File: src/rtl/core/smzc_pkg.sv
// Types, codes and constants shared by the change detector modules.
`default_nettype none

package smzc_pkg;

  localparam int SAMPLE_BITS = 20;
  localparam int LAG_W       = 7;
  localparam int THR_W       = 8;
  localparam int INFL_W      = 9;
  localparam int THR_SQ_W    = 2 * THR_W;
  localparam int CFG_IDX_W   = 2;
  localparam int CFG_DATA_W  = 9;
  localparam int BLEND_SHIFT = 8;
  localparam int LHS_SHIFT   = 8;

  localparam logic [LAG_W-1:0]    LAG_MIN      = 7'd2;
  localparam logic [LAG_W-1:0]    LAG_RESET    = 7'd10;
  localparam logic [THR_W-1:0]    THR_RESET    = 8'd48;
  localparam logic [INFL_W-1:0]   INFL_RESET   = 9'd128;
  // Unity weight in Q1.8.
  localparam logic [INFL_W-1:0]   INFL_ONE     = 9'd256;
  localparam logic [INFL_W-1:0]   ROUND_HALF   = 9'd128;
  localparam logic [THR_SQ_W-1:0] THR_SQ_RESET =
    THR_SQ_W'(THR_RESET) * THR_SQ_W'(THR_RESET);

  typedef enum logic [CFG_IDX_W-1:0] {
    CFG_LAG       = 2'd0,
    CFG_THRESHOLD = 2'd1,
    CFG_INFLUENCE = 2'd2
  } cfg_reg_e;

  typedef enum logic {
    FUNC_SAMPLE = 1'b0,
    FUNC_CLEAR  = 1'b1
  } func_e;

  typedef struct packed {
    logic                   func;
    logic [SAMPLE_BITS-1:0] sample;
  } in_item_t;

  typedef struct packed {
    logic                   changed;
    logic [SAMPLE_BITS-1:0] level;
    logic                   filling;
  } out_item_t;

  typedef struct packed {
    logic [LAG_W-1:0]    lag_eff;
    logic [THR_SQ_W-1:0] thr_sq;
    logic [INFL_W-1:0]   infl_eff;
  } cfg_t;

  typedef enum logic [3:0] {
    ST_IDLE,
    ST_DECIDE,
    ST_MUL,
    ST_VAR,
    ST_THR,
    ST_CMP,
    ST_PUSH,
    ST_EMIT
  } smzc_state_e;

  typedef enum logic [3:0] {
    OP_NONE,
    OP_LOAD,
    OP_CLEAR,
    OP_FILL,
    OP_DROP,
    OP_MUL,
    OP_VAR,
    OP_THR,
    OP_CMP,
    OP_PUSH
  } dp_op_e;

  typedef struct packed {
    dp_op_e op;
    logic   out_load;
  } dp_cmd_t;

  typedef struct packed {
    logic is_clear;
    logic filling;
  } dp_sts_t;

endpackage

`default_nettype wire

File: src/rtl/core/smzc_ctrl.sv
// Controller state machine that sequences the datapath and owns the input and output handshakes.
`default_nettype none

module smzc_ctrl import smzc_pkg::*; (
  input  wire logic    clk_i,
  input  wire logic    rst_ni,
  input  wire logic    in_valid_i,
  output logic         in_ready_o,
  output logic         out_valid_o,
  input  wire logic    out_ready_i,
  input  wire dp_sts_t sts_i,
  output dp_cmd_t      cmd_o
);

  smzc_state_e state_q, state_d;
  logic        out_valid_q, out_valid_d;

  always_ff @(posedge clk_i or negedge rst_ni) begin
    if (!rst_ni) begin
      state_q     <= ST_IDLE;
      out_valid_q <= 1'b0;
    end else begin
      state_q     <= state_d;
      out_valid_q <= out_valid_d;
    end
  end

  always_comb begin
    state_d        = state_q;
    cmd_o.op       = OP_NONE;
    cmd_o.out_load = 1'b0;
    in_ready_o     = 1'b0;
    out_valid_d    = out_valid_q && !out_ready_i;
    unique case (state_q)
      ST_IDLE: begin
        in_ready_o = 1'b1;
        if (in_valid_i) begin
          cmd_o.op = OP_LOAD;
          state_d  = ST_DECIDE;
        end
      end
      ST_DECIDE: begin
        if (sts_i.is_clear) begin
          cmd_o.op = OP_CLEAR;
          state_d  = ST_EMIT;
        end else if (sts_i.filling) begin
          cmd_o.op = OP_FILL;
          state_d  = ST_PUSH;
        end else begin
          cmd_o.op = OP_DROP;
          state_d  = ST_MUL;
        end
      end
      ST_MUL: begin
        cmd_o.op = OP_MUL;
        state_d  = ST_VAR;
      end
      ST_VAR: begin
        cmd_o.op = OP_VAR;
        state_d  = ST_THR;
      end
      ST_THR: begin
        cmd_o.op = OP_THR;
        state_d  = ST_CMP;
      end
      ST_CMP: begin
        cmd_o.op = OP_CMP;
        state_d  = ST_PUSH;
      end
      ST_PUSH: begin
        cmd_o.op = OP_PUSH;
        state_d  = ST_EMIT;
      end
      ST_EMIT: begin
        // The result waits here until the output register is free.
        if (!out_valid_q || out_ready_i) begin
          cmd_o.out_load = 1'b1;
          out_valid_d    = 1'b1;
          state_d        = ST_IDLE;
        end
      end
      default: state_d = ST_IDLE;
    endcase
  end

  assign out_valid_o = out_valid_q;

  a_accept_decides: assert property (@(posedge clk_i) disable iff (!rst_ni)
    in_valid_i && in_ready_o |=> state_q == ST_DECIDE)
    else $error("accepted item did not move to the decision step");

  a_load_slot_free: assert property (@(posedge clk_i) disable iff (!rst_ni)
    cmd_o.out_load |-> !out_valid_q || out_ready_i)
    else $error("result loaded over an item not yet taken");

  a_push_then_emit: assert property (@(posedge clk_i) disable iff (!rst_ni)
    cmd_o.op == OP_PUSH |=> state_q == ST_EMIT)
    else $error("window update not followed by result delivery");

endmodule

`default_nettype wire

File: config.mk
export PLATFORM = sky130hd
export DESIGN_NAME = smzc_ctrl
export DESIGN_NICKNAME = d
export VERILOG_FILES = /design/src/rtl/core/smzc_pkg.sv /design/src/rtl/core/smzc_ctrl.sv
export SDC_FILE = /design/constraint.sdc
export NUM_CORES = 1
export LEC_CHECK = 0
export ABC_CLOCK_PERIOD_IN_PS = 1550
export BUFFER_PORTS_ARGS = -buffer_cell sky130_fd_sc_hd__buf_2
export CORE_AREA = 2 2 39 41
export DETAILED_ROUTE_END_ITERATION = 10
export DIE_AREA = 0 0 41 43
export GPL_ROUTABILITY_DRIVEN = 0
export PLACE_DENSITY = 0.52
export SYNTH_ARGS = -nofsm -noshare
export SYNTH_HDL_FRONTEND = slang
export SYNTH_SLANG_ARGS = --single-unit
export TNS_END_PERCENT = 1
File: constraint.sdc
create_clock -name clk_i -period 1.55 [get_ports clk_i]
set_input_delay 0.31 -clock clk_i [delete_from_list [all_inputs] [get_ports clk_i]]
set_output_delay 0.31 -clock clk_i [all_outputs]
set_load 0.02 [all_outputs]
==> results.md <==
* CP peak stage delay at between 0.3 and 0.4 ns
* Outcome: finished, violations left
* Hold_ws at between 0.4 and 0.5 ns
* Initial core utilization at 0.256
* Combinational group share of total power at 0.758
* CTS sink count at 4
* DR vias at 347
* Die span in x at 41 um
* CTS buffer count at 3
* Sw Pwr at 0.620 mW
* DRC violations left at 0
* Fin crit share at 1.11
* Core area at 1380 um2
* Crit path kind: reg2out
* Area Overhead vs Synth at 69.3%
* Worst path arrival time at about 1.4 ns
* Vias in the first global route at 335
* Internal cell power at 0.787 mW
* Clock share of power at 0.086
* Post-synthesis cell area at 354 um2
* Cell variety after synth at 21
* Power Total at 1.41 mW
* Die area at 1760 um2
* Final min period at about 1.7 ns
* Flops & latches, synth at 4
* Root buf cell: clkbuf_4
* Remaining Overflow, GRT at 0
* Top Metal Used: met3
* R2R depth at 5
* Register area share after synthesis at 0.283
* Sequential fraction of design power at 0.156
* Largest delay contributor family on the critical path: flip-flops
* Setup violations, final at 7
* Syn avg cell area at 9.08 um2
* Max IR drop VDD at just under 0.9 mV
* Leak Pwr at 0.283 nW
* DRT Pass-1 Iters at 3
* N_diodes at 0
* Measured slew at the worst slew-check pin at 0.270 ns
* FP Rows at 14
* Wire per inst at around 10 um
* Slew headroom at 0.818
* Fraction of layout cells with a size suffix above 1 at 0.581
* PortBufs at 12
* Buf+Inv Stages, Crit Path at 2
* RR Endpoint: state_q[1]
* Failing checks: negative setup slack
* First-pass GRT wire length at 1180 um
* Largest net degree at the start of global routing at 10
* Critical R2R Launch: state_q[0]
* Final max-slew violation count at 0
* F_max at 581 MHz
* Detail Route Antenna Nets at 0
* GRT Total Usage at 0.103
* Skew final at 0.00261 ns
* Crit-path max FO at 4
* Pre-CTS WS at -0.0384 ns
* Die Y at about 43 um
* Worst Path Required at between 1 and 1.5 ns
* Setup crit start kind: register
* Met1 wire length at 328 um
* Switching part of the total power at 0.441
* Detail Route met3 WL at 45 um
* Clock slew at reported path FFs at 0.03 ns
* Synth warn at 0
* CP Cell Sequence: buf_4 > ha_4 > nor4_2 > nor2_1 > buf_4
* Antenna violations before repair at 0
* CTS H-Tree Depth at 1
* Final hold vios at 0
* CTS tree: yes
* Iter 0 DRT Violations at 5
* Worst-skew pair later-pin latency at 0.23 ns
* Hold Crit Class: in2async
* Via density at ~4.4
* Post-synthesis cell count at 39
* DR WL met2 at ~410 um
* Reg-to-reg slack, setup at -0.05 ns
* Slowest cell on crit path: dfrtp_1
* Maximum capacitance violations at 0
* RSZ-0062 raised after global routing: true
* Final Util at 0.433
* Syn_nets at between 40 and 50
* PD cells at 2350 nW/um2
* Highest-count cells in the layout ignoring fill and taps: buf_4, buf_2
* Io pins at 13
* Detailed Place HPWL at 599 um
* Crit path capture type: primary output
* Commonest non-fill, non-tap cell in the layout: buf_4
* WL final at approximately 800 um
* Final nets at 74
* CP most frequent cell: buf_4
* Clock tree buffer depth at 2
* Setup slack after layout at -0.170 ns
-- layer usage --
layer	vias to the layer above	global-route usage
li1	180	-
met1	158	0.101
met2	9	0.166
met3	0	0.0157
met4	0	0.100
met5	-	0
-- cell families (layout without fill, tap and decap cells) --
family / after synthesis / count (layout) / share of synthesized area
adders and majority gates: 4 / 4 / 0.141
DFF: 4 / 4 / 0.283
buffers and inverters: 5 / 28 / 0.0742
and+or+nand+nor: 16 / 16 / 0.251
muxes: 2 / 2 / 0.0707
AOI/OAI and AO/OA: 8 / 8 / 0.180
-- what timing repair did --
item	4_1_cts	5_1_grt
hold endpoints to repair	4	0
setup endpoints to repair	7	8
pin swaps	2	2
hold buffers	1	0
gates resized for setup	8	9
buffers inserted	2	1
-- cells in the mapped netlist, drive strengths merged --
cell type / n / area [um2]
a21oi: 1 / 5.00
nand2: 4 / 15.0
nor2: 5 / 18.8
a311oi: 1 / 8.76
dfrtp: 4 / 100
or3b: 1 / 11.3
and2b: 1 / 7.51
or2b: 1 / 7.51
o21ai: 4 / 31.3
a32o: 1 / 10.0
mux2: 1 / 15.0
inv: 4 / 15.0
nand2b: 1 / 8.76
ha: 4 / 50.1
nor3b: 1 / 7.51
buf: 1 / 11.3
nor2b: 1 / 6.26
nor4: 1 / 6.26
a41oi: 1 / 8.76
mux2i: 1 / 10.0
-- stage by stage --
stage | instances | TNS (ns) | cell area [um2]
finish | 78 | -0.678 | 599
global route | 78 | -1.22 | 599
CTS | 77 | -0.673 | 552
detailed placement | 71 | -0.0695 | 473
global placement | 71 | -0.0476 | 473
floorplan | 39 | 0 | 367
-- worst max path at each step --
| stage | slack (ns) | startpoint | endpoint | cells after the start |
|---|---|---|---|---|
| 4_1_cts | -0.18 | state_q[1] | cmd_o[3] | 6 |
| 3_3_place_gp | -0.04 | state_q[0] | state_q[1] | 5 |
| 3_5_place_dp | -0.04 | state_q[0] | state_q[1] | 5 |
| 2_1_floorplan | 0.002 | state_q[1] | cmd_o[2] | 4 |
| 5_1_grt | -0.23 | state_q[0] | cmd_o[2] | 6 |
| 6_report | -0.17 | state_q[1] | cmd_o[3] | 5 |
-- sequential cells by signal, summed over array words and instances (netlist names) --
| register | cells |
|---|---|
| out_valid_o | 1 |
| state_q | 3 |
-- power by group through the flow --
stage	Clock (mW)	Sequential (mW)	Combinational, mW
global placement	0	0.215	0.853
detailed placement	0	0.216	0.853
finish	0.122	0.219	1.07
floorplan	0	0.208	0.609
CTS	0.131	0.210	0.968
global route	0.139	0.226	1.17
-- final cells by class --
type | count | area, um2
Clock buffer | 3 | 22.5
Multi-Input combinational cell | 30 | 298
Tap cell | 16 | 20.0
Inverter | 4 | 15.0
Timing Repair Buffer | 21 | 144
Fill cell | 146 | 785
Sequential cell | 4 | 100
Power figures use the tool's default switching activity.
