### src/rtl/core/smzc_pkg.sv
// Types, codes and constants shared by the change detector modules.
`default_nettype none

package smzc_pkg;

  localparam int SAMPLE_BITS = 20;
  localparam int LAG_W       = 7;
  localparam int THR_W       = 8;
  localparam int INFL_W      = 9;
  localparam int THR_SQ_W    = 2 * THR_W;
  localparam int CFG_IDX_W   = 2;
  localparam int CFG_DATA_W  = 9;
  localparam int BLEND_SHIFT = 8;
  localparam int LHS_SHIFT   = 8;

  localparam logic [LAG_W-1:0]    LAG_MIN      = 7'd2;
  localparam logic [LAG_W-1:0]    LAG_RESET    = 7'd10;
  localparam logic [THR_W-1:0]    THR_RESET    = 8'd48;
  localparam logic [INFL_W-1:0]   INFL_RESET   = 9'd128;
  // Unity weight in Q1.8.
  localparam logic [INFL_W-1:0]   INFL_ONE     = 9'd256;
  localparam logic [INFL_W-1:0]   ROUND_HALF   = 9'd128;
  localparam logic [THR_SQ_W-1:0] THR_SQ_RESET =
    THR_SQ_W'(THR_RESET) * THR_SQ_W'(THR_RESET);

  typedef enum logic [CFG_IDX_W-1:0] {
    CFG_LAG       = 2'd0,
    CFG_THRESHOLD = 2'd1,
    CFG_INFLUENCE = 2'd2
  } cfg_reg_e;

  typedef enum logic {
    FUNC_SAMPLE = 1'b0,
    FUNC_CLEAR  = 1'b1
  } func_e;

  typedef struct packed {
    logic                   func;
    logic [SAMPLE_BITS-1:0] sample;
  } in_item_t;

  typedef struct packed {
    logic                   changed;
    logic [SAMPLE_BITS-1:0] level;
    logic                   filling;
  } out_item_t;

  typedef struct packed {
    logic [LAG_W-1:0]    lag_eff;
    logic [THR_SQ_W-1:0] thr_sq;
    logic [INFL_W-1:0]   infl_eff;
  } cfg_t;

  typedef enum logic [3:0] {
    ST_IDLE,
    ST_DECIDE,
    ST_MUL,
    ST_VAR,
    ST_THR,
    ST_CMP,
    ST_PUSH,
    ST_EMIT
  } smzc_state_e;

  typedef enum logic [3:0] {
    OP_NONE,
    OP_LOAD,
    OP_CLEAR,
    OP_FILL,
    OP_DROP,
    OP_MUL,
    OP_VAR,
    OP_THR,
    OP_CMP,
    OP_PUSH
  } dp_op_e;

  typedef struct packed {
    dp_op_e op;
    logic   out_load;
  } dp_cmd_t;

  typedef struct packed {
    logic is_clear;
    logic filling;
  } dp_sts_t;

endpackage

`default_nettype wire

### src/rtl/core/smzc_cfg.sv
// Configuration registers with their clamped and squared forms.
`default_nettype none

module smzc_cfg import smzc_pkg::*; #(
  parameter int MAX_LAG = 64
) (
  input  wire logic                  clk_i,
  input  wire logic                  rst_ni,
  input  wire logic                  wr_i,
  input  wire logic [CFG_IDX_W-1:0]  index_i,
  input  wire logic [CFG_DATA_W-1:0] data_i,
  output cfg_t                       cfg_o
);

  logic [LAG_W-1:0]    lag_q;
  logic [THR_SQ_W-1:0] thr_sq_q;
  logic [INFL_W-1:0]   infl_q;

  // The threshold is only ever used squared, so the square is stored.
  always_ff @(posedge clk_i or negedge rst_ni) begin
    if (!rst_ni) begin
      lag_q    <= LAG_RESET;
      thr_sq_q <= THR_SQ_RESET;
      infl_q   <= INFL_RESET;
    end else if (wr_i) begin
      unique case (index_i)
        CFG_LAG:       lag_q    <= data_i[LAG_W-1:0];
        CFG_THRESHOLD: thr_sq_q <= THR_SQ_W'(data_i[THR_W-1:0]) *
                                   THR_SQ_W'(data_i[THR_W-1:0]);
        CFG_INFLUENCE: infl_q   <= data_i[INFL_W-1:0];
        default: ;
      endcase
    end
  end

  always_comb begin
    if (lag_q < LAG_MIN) begin
      cfg_o.lag_eff = LAG_MIN;
    end else if (32'(lag_q) > MAX_LAG) begin
      cfg_o.lag_eff = LAG_W'(MAX_LAG);
    end else begin
      cfg_o.lag_eff = lag_q;
    end
    cfg_o.thr_sq   = thr_sq_q;
    cfg_o.infl_eff = (infl_q > INFL_ONE) ? INFL_ONE : infl_q;
  end

endmodule

`default_nettype wire

### config.mk
export PLATFORM = sky130hd
export DESIGN_NAME = smzc_cfg
export DESIGN_NICKNAME = d
export VERILOG_FILES = /design/src/rtl/core/smzc_pkg.sv /design/src/rtl/core/smzc_cfg.sv
export SDC_FILE = /design/constraint.sdc
export NUM_CORES = 1
export LEC_CHECK = 0
export BUFFER_PORTS_ARGS = -buffer_cell sky130_fd_sc_hd__buf_4
export CAP_MARGIN = 10
export CORE_ASPECT_RATIO = 0.8
export CORE_MARGIN = 1
export CORE_UTILIZATION = 45
export DETAILED_ROUTE_END_ITERATION = 6
export MAX_ROUTING_LAYER = met4
export PLACE_DENSITY = 0.69
export RECOVER_POWER = 100
export SLEW_MARGIN = 20
export SYNTH_ARGS = -nofsm -noshare
export SYNTH_HDL_FRONTEND = slang
export SYNTH_SLANG_ARGS = --single-unit
### constraint.sdc
create_clock -name clk_i -period 0.9 [get_ports clk_i]
set_input_delay 0.045 -clock clk_i [delete_from_list [all_inputs] [get_ports clk_i]]
set_output_delay 0.045 -clock clk_i [all_outputs]
set_load 0.005 [all_outputs]
==> reports/qor.json, run 1 <==
{
  "post-route-period-util_pct": 357,
  "startpoint_type": "primary input",
  "pre_cts_ws_ns": -2.71,
  "vias_per_cell": 4.97,
  "drt_pre_antenna_iters": 4,
  "timing.critical_path.slowest_stage_cell": "sky130_fd_sc_hd__fa_1",
  "failing_checks": "negative setup slack",
  "timing.critical_path.cells": "buf_8 > and2_4 > fa_2 > fa_1 > inv_1 > fa_1 > fa_1 > inv_2 > ha_4 > o211ai_1 > o211ai_2 > buf_6 > a211o_1 > nand3_2",
  "overflow": 0,
  "h-tree-depth": 2,
  "port-buffer-count": 44,
  "clock_tree.buffer_depth": 2,
  "ys.warnings.count": 0,
  "grt_start_max_net_pins": 32,
  "dieArea_sq_um": 7050,
  "worstSetupEndpointType": "flop",
  "placementRows": 26,
  "clk-insertion-delay-late_ns": 0.28,
  "die-height_um": 75.3,
  "floorplan.die.width_um": 93.7,
  "wire_per_inst_um": 14.5,
  "initial_core_utilization_pct": 47.0,
  "static-leakage-power_nw": 2.26,
  "clkTransAtPathRegs_ns": 0.07,
  "numPlacedInstances": 502,
  "gp_congestion": 0.867,
  "cts_buffers": 5,
  "post_dp_cell_area_sq_um": 4120,
  "most_used_cell_cp": "sky130_fd_sc_hd__fa_1",
  "clock_root_buffer": "sky130_fd_sc_hd__clkbuf_8",
  "max_vdd_drop_mv": 1.79,
  "synth_flop_cell": "sky130_fd_sc_hd__dfrtp_1",
  "internal-power_mw": 6.43,
  "count_of_antenna_violating_nets_left_after_detailed_routing": 0,
  "clkPwrFrac_pct": 14.0,
  "commonest_non_fill_non_tap_cell_in_the_layout": "sky130_fd_sc_hd__buf_4",
  "gr-usage-met3_pct": 3.49,
  "worst_ep_required_time_ns": 1.07,
  "worstPathArrival_ns": 3.38,
  "max-cap-violations": 0,
  "timing.fmax_ghz": 0.312,
  "vias": 2598,
  "initialDrtViolationCount": 82,
  "final_nets": 507,
  "largest_fanout_on_the_critical_path": 6,
  "syn_nets": 394,
  "wirelength_um": 7570,
  "area_delta_synth_final_pct": 54.9,
  "cp_num_buf_inv": 4,
  "rsz0062_at_grt": "yes",
  "grt_busiest_layer": "met2",
  "postLayoutCoreUtil_pct": 72.7,
  "final_cells": 523,
  "worstSetupPathType": "in -> reg",
  "setup_viol_count_final": 36,
  "antenna-diode-count": 0,
  "synth.lib_cells_used.distinct": 44,
  "p_comb_share_pct": 66.4,
  "detail_route.drc_violations": 0,
  "p_sw_share_pct": 39.5,
  "tritoncts_clock_tree": "built",
  "final.min_clock_period_ns": 3.21,
  "critical-path-top-delay-family": "adder cells",
  "design.core.area_sq_um": 6440,
  "vias_in_the_first_global_route": 2631,
  "grt_pass1_wl_um": 12500,
  "synthesis.instances": 325,
  "asyncSetResetFlopFracSynth_pct": 100,
  "cts_sinks": 31,
  "place_hpwl_um": 5740,
  "slew_violations": 0,
  "synth_top_area_share_pct": 21.5,
  "gr-usage-all-layers_pct": 24.2,
  "run_status": "finished, violations left",
  "synth_area_leaders": "sky130_fd_sc_hd__dfrtp_1 (22%), sky130_fd_sc_hd__fa_1 (17%), sky130_fd_sc_hd__ha_1 (12%), sky130_fd_sc_hd__inv_1 (5.6%), sky130_fd_sc_hd__nand2_1 (4.8%)",
  "finalWorstSetupSlack_ns": -2.31,
  "maximum_cell_stage_delay_along_the_critical_path_ns": 0.57,
  "netlist_area_sq_um": 3020,
  "skew_ns": 0,
  "hold_ws_ns": 0.0415,
  "antenna_found_initial": 0,
  "post-route-cell-area_sq_um": 4690,
  "final_cell_mix": "sky130_fd_sc_hd__buf_4 (68), sky130_fd_sc_hd__inv_1 (33), sky130_fd_sc_hd__nand2_1 (33), sky130_fd_sc_hd__buf_6 (33), sky130_fd_sc_hd__dfrtp_1 (25)",
  "design.portCount": 46,
  "p_seq_share_pct": 19.6,
  "met2_resource_use_gr_pct": 40.0,
  "cellPowerDensity_nw_per_um2": 2270,
  "hold_viol_final": 0,
  "grtUsageMet1_pct": 31.2,
  "postSynthRegisterBits": 31,
  "net-switching-power_mw": 4.19,
  "synth.yosys.seq_area_share_pct": 25.9,
  "synth-edff-count": 0,
  "holdCritPathClass": "in -> reg",
  "layout-drive-gt1-share_pct": 50.1,
  "syn_avg_cell_area_sq_um": 9.31,
  "synth_largest_area_cell": "sky130_fd_sc_hd__dfrtp_1"
}
[per-stage QoR]
step | power [mW] | TNS (ns)
floorplan | 5.76 | -25.88
detailed placement | 7.97 | -31.19
global placement | 7.81 | -30.50
global route | 11.4 | -31.39
CTS | 10.5 | -29.05
finish | 10.6 | -29.07
[cells by family after synthesis]
kind of cell | synth area share [%]
AOI/OAI and AO/OA | 11.1
xor gates and xnor gates | 3.19
adders and majority gates | 29.0
buffers and inverters | 7.74
DFF | 25.9
muxes | 4.80
other | 0.124
and+or+nand+nor | 18.2
[flip-flops by register name (all words and copies together), names as in the netlist]
register / count
lag_q: 7
infl_q: 9
thr_sq_q: 15
[power groups by stage]
stage                     sequential [mW]  combinational, mW  clock (mW)
after detailed placement             2.05               5.92           0
final                                2.08               7.05        1.49
after CTS                            2.06               6.87        1.54
after global placement               2.04               5.77           0
after floorplan                      2.05               3.71           0
after global routing                 2.13               7.74        1.57
[final timing paths]
path                                  start  slack, ns      endpoint  cells after the start
worst max-delay path              data_i[7]      -2.31  thr_sq_q[15]                     14
worst min-delay path              data_i[0]       0.04     infl_q[0]                      2
worst max register to register     lag_q[5]      -0.14      lag_q[5]                      3
worst min register to register  thr_sq_q[8]       0.48   thr_sq_q[8]                      2
max in group asynchronous            rst_ni       0.27  thr_sq_q[11]                      2
min in group asynchronous            rst_ni       0.27      lag_q[0]                      2
[what timing repair did]
item | 4_1_cts | 5_1_grt
setup endpoints to repair | 31 | 39
buffers inserted | 11 | 1
hold buffers | 2 | 0
pin swaps | 25 | 22
gates cloned | 0 | 0
gates resized for setup | 53 | 37
hold endpoints to repair | 27 | 0
[per-layer routing]
| metal | wire length, um | vias up | share of wire [%] |
|---|---|---|---|
| met2 | 3720 | 58 | 49 |
| li1 | - | 1278 | - |
| met4 | 142 | 0 | 1.9 |
| met5 | 0 | - | 0 |
| met1 | 3440 | 1249 | 45 |
| met3 | 272 | 13 | 3.6 |
[synthesized netlist by cell type, types with 5 or more instances]
| master | count |
|---|---|
| sky130_fd_sc_hd__nand3_1 | 9 |
| sky130_fd_sc_hd__nor2_1 | 8 |
| sky130_fd_sc_hd__ha_1 | 30 |
| sky130_fd_sc_hd__xnor2_1 | 8 |
| sky130_fd_sc_hd__dfstp_2 | 5 |
| sky130_fd_sc_hd__nand2_1 | 39 |
| sky130_fd_sc_hd__dfrtp_1 | 26 |
| sky130_fd_sc_hd__a21oi_1 | 17 |
| sky130_fd_sc_hd__o21ai_0 | 14 |
| sky130_fd_sc_hd__clkbuf_1 | 8 |
| sky130_fd_sc_hd__mux2_2 | 12 |
| sky130_fd_sc_hd__and2_1 | 19 |
| sky130_fd_sc_hd__fa_1 | 25 |
| sky130_fd_sc_hd__inv_1 | 45 |
| sky130_fd_sc_hd__nor2b_1 | 13 |
[area by class of cell]
class                   count  area (sq um)
multi-input cells         235          2420
fillers                   466          1760
repair buffers            120          1070
flip-flops and latches     31           783
inverters                  45           180
well taps                  84           105
clock buffers               6          82.6
clock inverters             2          35.0
No activity file was read; power rests on OpenSTA's default activity.
==> inputs of run 2 (changes only) <==
==> constraint.sdc (replaced) <==
create_clock -name clk_i -period 3.9 [get_ports clk_i]
set_input_delay 0.195 -clock clk_i [delete_from_list [all_inputs] [get_ports clk_i]]
set_output_delay 0.195 -clock clk_i [all_outputs]
set_load 0.005 [all_outputs]
==> reports/qor.json, run 2 (synthesis gave the netlist of run 1 again) <==
{
  "run_status": "finished, violations left",
  "failing_checks": "max-capacitance violations, max-slew violations",
  "gr-usage-all-layers_pct": 21.4,
  "gp_congestion": 0.830,
  "worstSetupPathType": "in -> reg",
  "clk-insertion-delay-late_ns": 0.28,
  "wirelength_um": 6240,
  "worst_slew_pin_slew_ns": 1.73,
  "worst_relative_slew_slack_pct": -15.3,
  "place_hpwl_um": 5140,
  "wire_per_inst_um": 13.2,
  "internal-power_mw": 1.14,
  "commonest_non_fill_non_tap_cell_in_the_layout": "sky130_fd_sc_hd__inv_1",
  "initialDrtViolationCount": 51,
  "largest_fanout_on_the_critical_path": 6,
  "final.min_clock_period_ns": 3.64,
  "p_seq_share_pct": 24.9,
  "worstSetupEndpointType": "flop",
  "clkTransAtPathRegs_ns": 0.07,
  "timing.fmax_ghz": 0.275,
  "net-switching-power_uw": 744,
  "setup_viol_count_final": 0,
  "layout-drive-gt1-share_pct": 25.9,
  "vias_in_the_first_global_route": 2332,
  "h-tree-depth": 2,
  "design.core.area_sq_um": 6440,
  "static-leakage-power_nw": 1.88,
  "finalWorstSetupSlack_ns": 0.257,
  "hold_viol_final": 0,
  "worst_ep_required_time_ns": 4.10,
  "clock_root_buffer": "sky130_fd_sc_hd__clkbuf_8",
  "grt_pass1_wl_um": 11300,
  "drt_pre_antenna_iters": 4,
  "tritoncts_clock_tree": "built",
  "startpoint_type": "primary input",
  "largest_register_ffs": 15,
  "placementRows": 26,
  "slew_violations": 32,
  "top_register": "thr_sq_q",
  "hold_crit_depth": 2,
  "count_of_antenna_violating_nets_left_after_detailed_routing": 0,
  "rsz0062_at_grt": "no",
  "cts_sinks": 31,
  "clkPwrFrac_pct": 17.7,
  "r2r_setup_slack_ns": 3.00,
  "dieArea_sq_um": 7050,
  "post-route-period-util_pct": 93.4,
  "crit-reg2reg-launch": "infl_q[8]",
  "worstPathArrival_ns": 3.84,
  "p_sw_share_pct": 39.5,
  "max_vdd_drop_mv": 0.398,
  "skew_ns": 0,
  "grt_start_max_net_pins": 32,
  "vias": 2329,
  "antenna_found_initial": 0,
  "clock_tree.buffer_depth": 2,
  "port-buffer-count": 44,
  "die-height_um": 75.3,
  "cts_buffers": 5,
  "design.portCount": 46,
  "min_from": "data_i[8]",
  "final_cell_mix": "sky130_fd_sc_hd__inv_1 (45), sky130_fd_sc_hd__nand2_1 (39), sky130_fd_sc_hd__buf_4 (35), sky130_fd_sc_hd__ha_1 (29), sky130_fd_sc_hd__clkbuf_4 (28)",
  "overflow": 0,
  "floorplan.die.width_um": 93.7,
  "initial_core_utilization_pct": 47.0,
  "area_delta_synth_final_pct": 22.8,
  "hold_path_end": "infl_q[8]",
  "vias_per_cell": 4.91,
  "cellPowerDensity_nw_per_um2": 507,
  "holdCritPathClass": "in -> reg",
  "reg2reg_to": "infl_q[8]",
  "pre_cts_ws_ns": -0.133,
  "p_comb_share_pct": 57.3,
  "ff2ff_path_depth": 1,
  "final_nets": 458,
  "antenna-diode-count": 0,
  "detail_route.drc_violations": 0,
  "largest_registers": "thr_sq_q: 15 flops, infl_q: 9 flops, lag_q: 7 flops",
  "max-cap-violations": 1,
  "setup-tns-final_ns": 0
}
[run 2: cell count changes in the layout (fill, tap and decap cells not counted), moves of 9 or more]
cell,previous run,this run
sky130_fd_sc_hd__buf_4,68,35
sky130_fd_sc_hd__buf_6,33,1
sky130_fd_sc_hd__clkbuf_4,8,28
sky130_fd_sc_hd__ha_1,19,29
sky130_fd_sc_hd__ha_4,11,1
sky130_fd_sc_hd__inv_1,33,45
sky130_fd_sc_hd__inv_2,9,0
[run 2: layout make-up]
type / instances / area [sq um]
inverter: 45 / 169
timing repair buffer: 71 / 517
clock buffer: 6 / 82.6
clock inverter: 2 / 35.0
multi-input combinational: 235 / 2020
tap: 84 / 105
fill: 552 / 2730
sequential: 31 / 782
[run 2: worst max-delay path by stage]
stage,startpoint,end,slack (ns),depth (start not counted)
4_1_cts,data_i[3],thr_sq_q[11],0.15,14
3_5_place_dp,data_i[3],thr_sq_q[11],-0.13,14
6_report,data_i[2],thr_sq_q[11],0.26,14
3_3_place_gp,data_i[3],thr_sq_q[11],-0.09,14
5_1_grt,data_i[6],thr_sq_q[15],0.02,15
2_1_floorplan,data_i[7],thr_sq_q[10],0.003,14
[run 2: timing repair]
| item | CTS | global route |
|---|---|---|
| endpoints found under the hold margin | 26 | 0 |
| endpoints found under the setup margin | 0 | 2 |
| resized for setup | 0 | 3 |
| buffers inserted | 0 | 0 |
| hold buffers | 1 | 0 |
[run 2: critical path, cell delays in order]
cell                       delay [ns]
sky130_fd_sc_hd__buf_4           0.11
sky130_fd_sc_hd__nand2_1         0.07
sky130_fd_sc_hd__fa_1            0.54
sky130_fd_sc_hd__inv_1           0.08
sky130_fd_sc_hd__fa_1            0.51
sky130_fd_sc_hd__fa_1            0.55
sky130_fd_sc_hd__inv_1           0.05
sky130_fd_sc_hd__fa_1            0.53
sky130_fd_sc_hd__inv_1           0.04
sky130_fd_sc_hd__ha_1            0.21
sky130_fd_sc_hd__a21oi_1         0.33
sky130_fd_sc_hd__o211ai_2        0.23
sky130_fd_sc_hd__and3_1          0.23
sky130_fd_sc_hd__o31ai_2         0.17
[run 2: metrics by stage]
step	hold slack, ns	std cells	cell area (sq um)	power, mW	util (%)
2_1_floorplan	-0.101	325	3030	1.15	-
3_3_place_gp	0.155	464	3580	1.53	55.6
3_5_place_dp	0.158	465	3590	1.55	55.8
4_1_cts	0.144	474	3720	1.90	57.8
5_1_grt	0.141	474	3710	2.08	57.6
6_report	0.150	474	3710	1.88	57.6
[run 2: metal layers]
layer / routed length (um) / GRT usage (%) / up-vias
met5: 0 / - / -
met2: 2720 / 31.8 / 49
li1: - / - / 1184
met1: 3200 / 31.6 / 1093
met3: 300 / 3.79 / 3
met4: 12 / 2.56 / 0
[run 2: power by group through the flow]
stage	clock network (mW)	registers [mW]	logic, mW
5_1_grt	0.357	0.483	1.24
3_3_place_gp	0	0.478	1.06
3_5_place_dp	0	0.479	1.07
6_report	0.334	0.469	1.08
2_1_floorplan	0	0.473	0.678
4_1_cts	0.342	0.475	1.08
